$ cat src/rtl/core/ignition_power_sequencer_top_defines.svh
// Assertion macros shared by the ignition power sequencer RTL.
`ifndef IGNITION_POWER_SEQUENCER_TOP_DEFINES_SVH
`define IGNITION_POWER_SEQUENCER_TOP_DEFINES_SVH

// Same-cycle implication, checked at every rising clock edge outside reset.
`define IPS_ASSERT_NOW(label, ante, cons) \
    label: assert property (@(posedge i_clk) disable iff (!i_rst_n) (ante) |-> (cons)) \
        else $error("ignition sequencer: same-cycle check failed");

// Next-cycle implication, checked at every rising clock edge outside reset.
`define IPS_ASSERT_NEXT(label, ante, cons) \
    label: assert property (@(posedge i_clk) disable iff (!i_rst_n) (ante) |=> (cons)) \
        else $error("ignition sequencer: next-cycle check failed");

`endif

$ cat src/rtl/core/ips_pkg.sv
// Types, constants and helpers of the ignition power sequencer.
package ips_pkg;

    localparam int WINDOW_DEPTH = 4;
    localparam int CODE_W       = 10;
    localparam int SUM_W        = CODE_W + $clog2(WINDOW_DEPTH);
    localparam int LIMIT_W      = 12;
    localparam int CMP_W        = (SUM_W > LIMIT_W) ? SUM_W : LIMIT_W;
    localparam int RETRY_W      = 8;
    localparam int START_W      = 10;
    localparam int STEP_W       = 16;
    localparam int CFG_IDX_W    = 3;
    localparam int CFG_DATA_W   = 16;

    localparam logic [CODE_W-1:0]  RST_IGN_LIMIT  = 10'd634;
    localparam logic [LIMIT_W-1:0] RST_LAMP_LIMIT = 12'd738;
    localparam logic [RETRY_W-1:0] RST_MAX_RETRY  = 8'd50;
    localparam logic [START_W-1:0] RST_START_WAIT = 10'd200;
    localparam logic [STEP_W-1:0]  RST_SHUT_HOLD  = 16'd75;

    typedef enum logic [3:0] {
        PH_IDLE_WAIT      = 4'd0,
        PH_IDLE_CONFIRM   = 4'd1,
        PH_START_DROP     = 4'd2,
        PH_START_CHECK    = 4'd3,
        PH_START_SECOND   = 4'd4,
        PH_START_VERIFY   = 4'd5,
        PH_START_COMPLETE = 4'd6,
        PH_RUN            = 4'd7,
        PH_RUN_CONFIRM    = 4'd8,
        PH_SHUT           = 4'd9
    } t_phase;

    typedef enum logic [1:0] {
        MODE_IDLE  = 2'd0,
        MODE_START = 2'd1,
        MODE_RUN   = 2'd2,
        MODE_SHUT  = 2'd3
    } t_mode;

    typedef enum logic [CFG_IDX_W-1:0] {
        CFG_IGN_LIMIT  = 3'd0,
        CFG_LAMP_LIMIT = 3'd1,
        CFG_MAX_RETRY  = 3'd2,
        CFG_START_WAIT = 3'd3,
        CFG_SHUT_HOLD  = 3'd4,
        CFG_INVERT     = 3'd5
    } t_cfg_idx;

    typedef struct packed {
        logic led;
        logic lamp;
        logic shut;
        logic relay;
    } t_pins;

    typedef struct packed {
        logic [CODE_W-1:0] ign_code;
        logic [CODE_W-1:0] ill_code;
    } t_in_item;

    typedef struct packed {
        logic       relay_out;
        logic       shut_out;
        logic       lamp_out;
        logic       led_out;
        logic [1:0] mode_out;
    } t_out_item;

    function automatic t_mode phase_mode(t_phase ph);
        t_mode m;
        case (ph)
            PH_IDLE_WAIT, PH_IDLE_CONFIRM: m = MODE_IDLE;
            PH_START_DROP, PH_START_CHECK, PH_START_SECOND,
            PH_START_VERIFY, PH_START_COMPLETE: m = MODE_START;
            PH_RUN, PH_RUN_CONFIRM: m = MODE_RUN;
            PH_SHUT: m = MODE_SHUT;
            default: m = MODE_IDLE;
        endcase
        return m;
    endfunction

endpackage

$ cat src/rtl/core/ignition_power_sequencer_top.sv
// Top level of the ignition power sequencer: config, mode FSM and result register.
//
//  channel | direction | handshake                 | payload
//  --------+-----------+---------------------------+------------------------------------
//  in      | sink      | i_in_valid / o_in_ready   | i_in_data  (ign_code, ill_code)
//  out     | source    | o_out_valid / i_out_ready | o_out_data (relay, shut, lamp, led, mode)
//  cfg     | sink      | i_cfg_valid / o_cfg_ready | i_cfg_index, i_cfg_data
//
// One item per cycle while o_in_ready holds; its result appears in the output register in the
// cycle after acceptance; FSM step, window update and lamp compare settle before that register.
// The input stays ready while the output register is empty or is being taken this cycle.
// The config port is always ready. Synchronous active-low reset restores all register
// defaults, the idle phase, a zero window and all pins off.
`include "ignition_power_sequencer_top_defines.svh"

module ignition_power_sequencer_top (
    input  logic                                i_clk,
    input  logic                                i_rst_n,
    input  logic                                i_in_valid,
    output logic                                o_in_ready,
    input  ips_pkg::t_in_item                   i_in_data,
    output logic                                o_out_valid,
    input  logic                                i_out_ready,
    output ips_pkg::t_out_item                  o_out_data,
    input  logic                                i_cfg_valid,
    output logic                                o_cfg_ready,
    input  logic [ips_pkg::CFG_IDX_W-1:0]       i_cfg_index,
    input  logic [ips_pkg::CFG_DATA_W-1:0]      i_cfg_data
);

    // configuration registers
    logic [ips_pkg::CODE_W-1:0]  r_ign_limit;
    logic [ips_pkg::LIMIT_W-1:0] r_lamp_limit;
    logic [ips_pkg::RETRY_W-1:0] r_max_retry;
    logic [ips_pkg::START_W-1:0] r_start_wait;
    logic [ips_pkg::STEP_W-1:0]  r_shut_hold;
    logic                        r_invert;

    // sequencer state
    ips_pkg::t_phase             r_phase, n_phase;
    logic [ips_pkg::STEP_W-1:0]  r_step, n_step;
    logic                        r_blink, n_blink;
    ips_pkg::t_pins              r_pins, n_pins;

    // result register
    logic                        r_out_valid;
    ips_pkg::t_out_item          r_out_data, n_out_data;

    logic                        in_accept;
    logic                        ign_on;
    logic [ips_pkg::STEP_W-1:0]  step_inc;
    logic                        retry_done;
    logic                        start_done;
    logic                        hold_done;
    logic                        no_start_wait;
    logic                        win_shift;
    logic                        lamp_on;

    assign o_cfg_ready = 1'b1;
    assign o_in_ready  = !r_out_valid || i_out_ready;
    assign in_accept   = i_in_valid && o_in_ready;

    // ignition off is simply "not on"
    assign ign_on        = i_in_data.ign_code > r_ign_limit;
    assign step_inc      = r_step + 1'b1;
    // a zero retry budget still ends after one sample
    assign retry_done    = step_inc >= ips_pkg::STEP_W'(r_max_retry);
    assign start_done    = step_inc >= ips_pkg::STEP_W'(r_start_wait);
    assign hold_done     = r_step >= r_shut_hold;
    assign no_start_wait = r_start_wait == '0;

    ips_window u_window (
        .i_clk     (i_clk),
        .i_rst_n   (i_rst_n),
        .i_shift   (in_accept && win_shift),
        .i_code    (i_in_data.ill_code),
        .i_limit   (r_lamp_limit),
        .o_lamp_on (lamp_on)
    );

    // next phase
    always_comb begin
        n_phase = r_phase;
        case (r_phase)
            ips_pkg::PH_IDLE_CONFIRM: begin
                n_phase = ign_on ? ips_pkg::PH_START_DROP : ips_pkg::PH_IDLE_WAIT;
            end
            ips_pkg::PH_START_DROP: begin
                if (retry_done) begin
                    n_phase = ips_pkg::PH_START_CHECK;
                end else if (!ign_on) begin
                    n_phase = ips_pkg::PH_START_SECOND;
                end
            end
            ips_pkg::PH_START_CHECK: begin
                if (ign_on) begin
                    n_phase = no_start_wait ? ips_pkg::PH_RUN : ips_pkg::PH_START_COMPLETE;
                end else begin
                    n_phase = ips_pkg::PH_START_DROP;
                end
            end
            ips_pkg::PH_START_SECOND: begin
                if (retry_done || ign_on) begin
                    n_phase = ips_pkg::PH_START_VERIFY;
                end
            end
            ips_pkg::PH_START_VERIFY: begin
                if (ign_on) begin
                    n_phase = no_start_wait ? ips_pkg::PH_RUN : ips_pkg::PH_START_COMPLETE;
                end else begin
                    n_phase = ips_pkg::PH_IDLE_WAIT;
                end
            end
            ips_pkg::PH_START_COMPLETE: begin
                if (start_done) begin
                    n_phase = ips_pkg::PH_RUN;
                end
            end
            ips_pkg::PH_RUN: begin
                if (!ign_on) begin
                    n_phase = ips_pkg::PH_RUN_CONFIRM;
                end
            end
            ips_pkg::PH_RUN_CONFIRM: begin
                n_phase = ign_on ? ips_pkg::PH_RUN : ips_pkg::PH_SHUT;
            end
            ips_pkg::PH_SHUT: begin
                if (hold_done) begin
                    n_phase = ips_pkg::PH_IDLE_WAIT;
                end
            end
            default: begin
                // idle wait, and any unused code, looks for a first ignition
                n_phase = ign_on ? ips_pkg::PH_IDLE_CONFIRM : ips_pkg::PH_IDLE_WAIT;
            end
        endcase
    end

    // counter, blink and pin levels
    always_comb begin
        n_step    = r_step;
        n_blink   = r_blink;
        n_pins    = r_pins;
        win_shift = 1'b0;
        case (r_phase)
            ips_pkg::PH_IDLE_CONFIRM: begin
                if (ign_on) begin
                    n_step = '0;
                end
            end
            ips_pkg::PH_START_DROP: begin
                // toggle the LED each sample, drop it on the ending sample
                n_blink    = !r_blink;
                n_pins.led = !r_blink;
                n_step     = step_inc;
                if (retry_done) begin
                    n_pins.led = 1'b0;
                end else if (!ign_on) begin
                    n_pins.led = 1'b0;
                    n_step     = '0;
                end
            end
            ips_pkg::PH_START_CHECK: begin
                n_step = '0;
                if (ign_on) begin
                    n_pins.relay = 1'b1;
                end
            end
            ips_pkg::PH_START_SECOND: begin
                n_pins.led = !(retry_done || ign_on);
                n_step     = step_inc;
            end
            ips_pkg::PH_START_VERIFY: begin
                if (ign_on) begin
                    n_pins.relay = 1'b1;
                    n_step       = '0;
                end
            end
            ips_pkg::PH_START_COMPLETE: begin
                n_pins.relay = 1'b1;
                n_pins.lamp  = lamp_on;
                win_shift    = 1'b1;
                n_step       = step_inc;
            end
            ips_pkg::PH_RUN: begin
                n_pins.relay = 1'b1;
                n_pins.lamp  = lamp_on;
                win_shift    = 1'b1;
            end
            ips_pkg::PH_RUN_CONFIRM: begin
                if (!ign_on) begin
                    n_pins.led  = 1'b1;
                    n_pins.shut = 1'b1;
                    n_step      = '0;
                end
            end
            ips_pkg::PH_SHUT: begin
                if (hold_done) begin
                    n_pins = '0;
                    n_step = '0;
                end else begin
                    n_step = step_inc;
                end
            end
            default: begin
                n_step = r_step;
            end
        endcase
    end

    // result fields after this sample; LED is never inverted
    always_comb begin
        n_out_data.relay_out = n_pins.relay ^ r_invert;
        n_out_data.shut_out  = n_pins.shut ^ r_invert;
        n_out_data.lamp_out  = n_pins.lamp ^ r_invert;
        n_out_data.led_out   = n_pins.led;
        n_out_data.mode_out  = ips_pkg::phase_mode(n_phase);
    end

    // configuration writes; indexes past the list are dropped
    always_ff @(posedge i_clk) begin
        if (!i_rst_n) begin
            r_ign_limit  <= ips_pkg::RST_IGN_LIMIT;
            r_lamp_limit <= ips_pkg::RST_LAMP_LIMIT;
            r_max_retry  <= ips_pkg::RST_MAX_RETRY;
            r_start_wait <= ips_pkg::RST_START_WAIT;
            r_shut_hold  <= ips_pkg::RST_SHUT_HOLD;
            r_invert     <= 1'b0;
        end else if (i_cfg_valid) begin
            case (ips_pkg::t_cfg_idx'(i_cfg_index))
                ips_pkg::CFG_IGN_LIMIT:  r_ign_limit  <= i_cfg_data[ips_pkg::CODE_W-1:0];
                ips_pkg::CFG_LAMP_LIMIT: r_lamp_limit <= i_cfg_data[ips_pkg::LIMIT_W-1:0];
                ips_pkg::CFG_MAX_RETRY:  r_max_retry  <= i_cfg_data[ips_pkg::RETRY_W-1:0];
                ips_pkg::CFG_START_WAIT: r_start_wait <= i_cfg_data[ips_pkg::START_W-1:0];
                ips_pkg::CFG_SHUT_HOLD:  r_shut_hold  <= i_cfg_data[ips_pkg::STEP_W-1:0];
                ips_pkg::CFG_INVERT:     r_invert     <= i_cfg_data[0];
                default: begin
                    r_invert <= r_invert;
                end
            endcase
        end
    end

    // advance the sequencer on each accepted item
    always_ff @(posedge i_clk) begin
        if (!i_rst_n) begin
            r_phase <= ips_pkg::PH_IDLE_WAIT;
            r_step  <= '0;
            r_blink <= 1'b0;
            r_pins  <= '0;
        end else if (in_accept) begin
            r_phase <= n_phase;
            r_step  <= n_step;
            r_blink <= n_blink;
            r_pins  <= n_pins;
        end
    end

    // hold the result until taken, load a new one on accept
    always_ff @(posedge i_clk) begin
        if (!i_rst_n) begin
            r_out_valid <= 1'b0;
        end else if (in_accept) begin
            r_out_valid <= 1'b1;
        end else if (i_out_ready) begin
            r_out_valid <= 1'b0;
        end
    end

    always_ff @(posedge i_clk) begin
        if (in_accept) begin
            r_out_data <= n_out_data;
        end
    end

    assign o_out_valid = r_out_valid;
    assign o_out_data  = r_out_data;

    `IPS_ASSERT_NEXT(a_accept_gives_result, in_accept, o_out_valid)
    `IPS_ASSERT_NEXT(a_idle_holds_phase, !in_accept, $stable(r_phase) && $stable(r_step))
    `IPS_ASSERT_NOW(a_run_relay_on, r_phase == ips_pkg::PH_RUN || r_phase == ips_pkg::PH_RUN_CONFIRM, r_pins.relay)
    `IPS_ASSERT_NOW(a_shut_request_on, r_phase == ips_pkg::PH_SHUT, r_pins.shut && r_pins.led)
    `IPS_ASSERT_NOW(a_idle_released, r_phase == ips_pkg::PH_IDLE_WAIT, !r_pins.relay && !r_pins.shut)

endmodule

$ cat src/rtl/core/ips_window.sv
// Illumination sample window with running sum and lamp threshold compare.
module ips_window (
    input  logic                             i_clk,
    input  logic                             i_rst_n,
    input  logic                             i_shift,
    input  logic [ips_pkg::CODE_W-1:0]       i_code,
    input  logic [ips_pkg::LIMIT_W-1:0]      i_limit,
    output logic                             o_lamp_on
);

    logic [ips_pkg::CODE_W-1:0] r_win [ips_pkg::WINDOW_DEPTH];
    logic [ips_pkg::SUM_W-1:0]  r_sum;
    logic [ips_pkg::SUM_W-1:0]  n_sum;

    // add the newest sample, drop the oldest
    assign n_sum = r_sum + ips_pkg::SUM_W'(i_code)
                 - ips_pkg::SUM_W'(r_win[ips_pkg::WINDOW_DEPTH-1]);

    assign o_lamp_on = ips_pkg::CMP_W'(n_sum) < ips_pkg::CMP_W'(i_limit);

    always_ff @(posedge i_clk) begin
        if (!i_rst_n) begin
            r_sum <= '0;
            for (int k = 0; k < ips_pkg::WINDOW_DEPTH; k++) begin
                r_win[k] <= '0;
            end
        end else if (i_shift) begin
            r_sum    <= n_sum;
            r_win[0] <= i_code;
            for (int k = 1; k < ips_pkg::WINDOW_DEPTH; k++) begin
                r_win[k] <= r_win[k-1];
            end
        end
    end

endmodule
$ cat config.mk
export PLATFORM = sky130hd
export DESIGN_NAME = ignition_power_sequencer_top
export DESIGN_NICKNAME = d
export VERILOG_FILES = /design/src/rtl/core/ips_pkg.sv /design/src/rtl/core/ignition_power_sequencer_top.sv /design/src/rtl/core/ips_window.sv
export VERILOG_INCLUDE_DIRS = /design/src /design/src/rtl/core
export SDC_FILE = /design/constraint.sdc
export NUM_CORES = 1
export LEC_CHECK = 0
export ABC_AREA = 1
export BUFFER_PORTS_ARGS = -buffer_cell sky130_fd_sc_hd__buf_2
export CORE_MARGIN = 4
export CORE_UTILIZATION = 50
export DETAILED_ROUTE_END_ITERATION = 16
export GPL_ROUTABILITY_DRIVEN = 0
export HOLD_SLACK_MARGIN = 0.1
export PLACE_DENSITY = 0.69
export SYNTH_ARGS = -nofsm -noshare
export SYNTH_HDL_FRONTEND = slang
export SYNTH_SLANG_ARGS = --single-unit
$ cat constraint.sdc
create_clock -name i_clk -period 3.06 [get_ports i_clk]
set_input_delay 0.153 -clock i_clk [delete_from_list [all_inputs] [get_ports i_clk]]
set_output_delay 0.153 -clock i_clk [all_outputs]
set_load 0.01 [all_outputs]
# Word level (Yosys, flattened, before mapping)
# Memory sizes are Yosys's and may differ from the RTL's. A register that Yosys moved wholly into a read port is not among the register bits.
# Cells that the tools add are included.
[totals]
wordCells = 115
n_memories = 2
mem_bits_rw = 40
rom_bits = 32
regBits = 99
[memory_table]
columns = ["name", "words", "word_bits", "read_ports", "rd_ports_with_merged_regs", "wr", "line_no", "text"]
rows = [
  ["u_window.r_win", 4, 10, 4, 0, 4, "ips_window.sv:11", "logic [ips_pkg::CODE_W-1:0] r_win [ips_pkg::WINDOW_DEPTH];"],
  ["(no name shown)", 16, 2, 1, 1, 0, "ips_pkg.sv:72", "case (ph)"],
]
[op_classes]
n_lt_le_gt_ge = 5
bitwise = 7
eq_ne = 16
n_addsub = 3
n_reduce_logical = 23
muxes = 40
[op_table]
columns = ["cell", "n"]
rows = [
  ["one-hot mux 16 bit (6 select lines)", 1],
  ["two-way mux 16 bit", 5],
  ["two-way mux 10 bit", 4],
  ["one-hot mux 4 bit (9 select lines)", 1],
  ["two-way mux 4 bit", 8],
  ["adder 16 x 1 -> 16 bit (second input constant)", 1],
  ["== test 4 x 3 -> 1 bit (second input constant)", 4],
  ["greater-or-equal comparator 16 x 10 -> 1 bit", 1],
  ["greater-or-equal comparator 16 bit", 1],
  ["greater-or-equal comparator 16 x 8 -> 1 bit", 1],
  ["two-way mux 1 bit", 14],
  ["AND reduction 2 bit", 7],
  ["adder 12 x 10 -> 12 bit", 1],
  ["< comparator 12 bit", 1],
  ["subtractor 12 x 10 -> 12 bit", 1],
  ["> comparator 10 bit", 1],
  ["logical NOT 10 bit", 1],
  ["== test 4 x 2 -> 1 bit (second input constant)", 2],
  ["== test 4 bit (second input constant)", 2],
  ["OR reduction 2 bit", 4],
  ["== test 3 x 2 -> 1 bit (second input constant)", 2],
  ["== test 3 bit (second input constant)", 2],
  ["two-way mux 3 bit", 2],
  ["nonzero test 6 bit", 1],
  ["other kinds (16)", 26],
]

# Logic depth before layout (Yosys ltp)
[logic_depth]
word_depth = 8
ltp_mapped = 21
mapped_depth_nobuf = 21

# By module
# A second synthesis with hierarchy kept.
[unflattened]
cells_unflattened = 1101
hier_area_um2 = 8368.0
[modules_own_cells]
columns = ["module", "cells_each", "area_each_um2", "seq_area_each_um2", "n_inst"]
rows = [
  ["ignition_power_sequencer_top", 729, 5221.3, 1841.8, 1],
  ["ips_window", 372, 3146.8, 1441.4, 1],
]

# Worst setup path before layout
# No wires, ideal clock.
[synth_path]
path_kind = "register -> register"
from = "memory u_window.r_win[3][2] in the netlist's numbering"
to = "register r_out_data, in the netlist o_out_data[3], data pin"
synth_period_minus_slack_ns = 3.384
setup_ns = 0.268
arrival_time_ns = 3.116
setup_slack_ns = -0.324
stages_incl_launch_ff = 17
path_cell_list = "edfxtp_1 -> fa_1 -> inv_1 -> ha_1 -> a21oi_1 -> o21ai_0 -> a21oi_1 -> o21ai_0 -> a21oi_1 -> nor2_1 -> nor2_1 -> xor2_1 -> ha_1 -> a21oi_1 -> nand2_1 -> o21ai_0 -> xor2_1"
[synth_lines]
columns = ["element", "line_no", "text"]
rows = [
  ["start: declaration", "ips_window.sv:11", ""],
  ["end signal: assignment", "ignition_power_sequencer_top.sv:272", "r_out_data <= n_out_data;"],
  ["end: declaration", "ignition_power_sequencer_top.sv:47", "ips_pkg::t_out_item r_out_data, n_out_data;"],
]

==> out/results.ini <==
[global_routing]
grt_overflow = 0
grt_usage_pct = 21.0
grt_pass1_wl_um = 30700
grt_pass1_vias = 6511
antenna_found_initial = 0
grt_max_degree = 62

[place]
post-place-ws_ns = -0.321
placed_cell_area_mm2 = 0.00888
port_buffers = 51
dp.final_hpwl_um = 13200
place_inst = 1319

[cts]
cts_tree = done
clockBufferDepth = 2
cts_max_level = 4
clock_sinks = 141
numCtsBuffers = 17
path_clk_slew_ns = 0.06
clockRootBuffer = clkbuf_16
clk-insertion-delay-late_ns = 0.42

[synthesis]
yosys_warnings = 0
synth_adder_area_share_pct = 13.1
synthesis.instances = 1036
synth-simple-area-share_pct = 19.6
synthXorXnorAreaFrac_pct = 2.18
synth.avg_cell_area_um2 = 7.77
synthMuxAreaShare_pct = 0
yosys_register_bits = 141
synth_nets = 1158
synth_top_family_by_area = simple AND/OR/NAND/NOR gates
yosysUniqueCellTypes = 39
seq_area_frac_synth_pct = 40.8
synth_area_mm2 = 0.00805
synth_compound_area_share_pct = 13.6

[timing]
maxSlewHeadroom_pct = 50.7
hold_violations = 0
max_freq_mhz = 302
clock_skew_ns = 0.00934
setup-violations-final = 2
rsz0062_at_grt = yes
finalCriticalPeriod_ns = 3.32
setup_slack_ns = -0.257
worst_pin_slew_ns = 0.732
fin_crit_sh_pct = 108
slew_viol_final = 0

[die]
die-area_mm2 = 0.0182
ios = 53
die_w_um = 135
core_mm2 = 0.0158
start_util_pct = 50.8
row_count = 46
die_y_um = 135

[finish]
diodes = 0
stdcell_area_mm2 = 0.00980
fin_util_pct = 61.9
nets = 1274
drive_above_1_share_pct = 15.7
area.growth.synth_to_final_pct = 21.8
instances_no_fill = 1381

[critical_path]
cp.arrival_ns = 3.48
timing.critical_path.buf_inv = 3
setup.worst_path.class = flip-flop to flip-flop
critPathLaunchType = flip-flop
crit_path_end_kind = flip-flop
crit_fanout = 2
cp_top_family = adder cells
slowest_delay_ns = 0.54
path_cells = fa_1, inv_1, ha_4, nand2_2, o21ai_2, a21oi_2, buf_4, xor2_2, ha_1, inv_1, o31ai_1, a21oi_1, o21a_1, nor2_2, o21ai_2, xor2_1
required_ns = 3.22
critPathSlowestCell = fa_1

[drt]
first_pass_iters = 5
wl_per_cell_um = 13.2
drt_iter0_markers = 420
ant_nets = 0
drc = 0
avgViaCountPerCell = 4.97
drt-total-wl_um = 18200
vias = 6870

[status]
violations = setup timing
status = finished, violations left

[flow_run]
drv_cap = 0

[min_path]
worstHoldPathType = input port to flip-flop

[pwr]
powerDensity_mw_per_mm2 = 498
vdd_ir_drop_max_mv = 0.430
power.leakage_nw = 4.55
power.total_w = 0.00488

[cell type report]
cell class | instances | area [um2]
clock buffer | 17 | 425
clock inverter | 15 | 139
fill | 1397 | 6020
inverter | 200 | 751
multi-input combinational | 669 | 4060
sequential | 141 | 3290
tap | 216 | 270
timing repair buffer | 123 | 868
[synth_stat cells]
cell type  count  area, um2
inv_2          3       11.3
nand3b_1       1       7.51
dfxtp_1       95       1900
buf_4          2       15.0
inv_1        196        736
conb_1         1       3.75
nor3_2         2       20.0
o2111ai_1      1       8.76
nand3_1       34        170
o21a_1         4       30.0
o31ai_1        1       7.51
clkbuf_2       1       5.00
a21oi_1       93        465
xor2_1        16        140
a21boi_0       1       7.51
buf_2          1       5.00
nand3_2        1       10.0
xnor2_1        4       35.0
nand2_1      178        668
nand2_2        6       37.5
clkbuf_1      21       78.8
clkinv_1       1       3.75
nor3_1         9       45.0
o21ai_0       70        350
fa_1          10        200
edfxtp_1      46       1380
buf_6          1       11.3
or2_0          1       6.26
nor2_4         4       45.0
nor2_2         7       43.8
or2_2          1       6.26
a31oi_1        3       18.8
o22ai_1        4       25.0
o21bai_1       3       22.5
nor2_1       107        402
a21o_1         1       7.51
o211ai_1      20        150
ha_1          68        851
nand4_1       18        113
[registers in the layout, indices dropped and copies added, names as in the netlist]
| signal | flops |
|---|---|
| r_lamp_limit | 12 |
| r_blink | 1 |
| r_start_wait | 10 |
| u_window.r_win | 40 |
| o_out_valid | 1 |
| r_phase | 4 |
| r_invert | 1 |
| o_out_data | 6 |
| u_window.r_sum | 12 |
| r_shut_hold | 16 |
| r_max_retry | 8 |
| r_step | 16 |
| r_ign_limit | 10 |
| r_pins | 4 |
[worst reg2reg max path, stage by stage, from the launching register on]
cell	delay, ns
edfxtp_1	0.39
fa_1	0.54
inv_1	0.08
ha_4	0.27
nand2_2	0.06
o21ai_2	0.18
a21oi_2	0.10
buf_4	0.14
xor2_2	0.14
ha_1	0.29
inv_1	0.05
o31ai_1	0.22
a21oi_1	0.07
o21a_1	0.20
nor2_2	0.09
o21ai_2	0.08
xor2_1	0.15
[metrics by stage]
step | hold slack [ns] | TNS, ns
2_1_floorplan | 0.279 | -0.0525
3_3_place_gp | 0.435 | -0.351
3_5_place_dp | 0.443 | -0.507
4_1_cts | 0.113 | -0.300
5_1_grt | 0.131 | -0.843
6_report | 0.116 | -0.414
[cells by family after synthesis]
group                      count (synthesis)
AOI/OAI and AO/OA                        201
xor gates and xnor gates                  20
adders and majority gates                 78
buffers and inverters                    226
DFF                                      141
other                                      1
and+or+nand+nor                          369
[final timing paths]
| check | start | cells after the start | slack [ns] | to |
|---|---|---|---|---|
| worst min register to register | r_shut_hold[12]$_SDFFE_PN0P_ | 2 | 0.46 | r_shut_hold[12]$_SDFFE_PN0P_ |
| worst min-delay path | i_in_data[3] | 3 | 0.12 | u_window.r_win[0][3]$_SDFFCE_PN0P_ |
| worst max register to register | u_window.r_win[3][1]$_SDFFCE_PN0P_ | 16 | -0.26 | o_out_data[3]$_DFFE_PP_ |
| worst max-delay path | u_window.r_win[3][1]$_SDFFCE_PN0P_ | 16 | -0.26 | o_out_data[3]$_DFFE_PP_ |
[metal layers]
metal	GRT usage, %	part of all wire [%]	routed length (um)
met5	0	0	0
met4	6.45	1.8	319
met3	4.28	2.9	534
met2	35.6	50	9120
met1	27.0	45	8220
[power by group]
group          switching [W]  internal, W
Combinational       0.000492     0.000385
Sequential         0.0000305      0.00201
Clock               0.000844      0.00113
Total                0.00137      0.00352
[layout by cell type (no fill, tap or decap), drive strengths merged]
master,Yosys,routed
a21boi,1,1
a21o,1,1
a21oi,93,93
a31oi,3,3
buf,4,99
bufinv,0,1
clkbuf,22,17
clkinv,1,6
clkinvlp,0,5
conb,1,1
dfxtp,95,95
dlygate4sd3,0,24
edfxtp,46,46
fa,10,10
ha,68,68
inv,199,203
nand2,184,184
nand3,35,35
nand3b,1,1
nand4,18,18
nor2,118,118
nor3,11,11
o2111ai,1,1
o211ai,20,20
o21a,4,4
o21ai,70,70
o21bai,3,3
o22ai,4,4
o31ai,1,1
or2,2,2
xnor2,4,4
xor2,16,16
[timing repair]
item                                   in CTS  in global routing
endpoints found under the hold margin      40                  0
hold buffers                               24                  0
pin swaps                                  15                 11
setup buffers                               3                  3
gates resized for setup                     6                 13
setup endpoints to repair                   2                  4
Power figures use the tool's default switching activity.
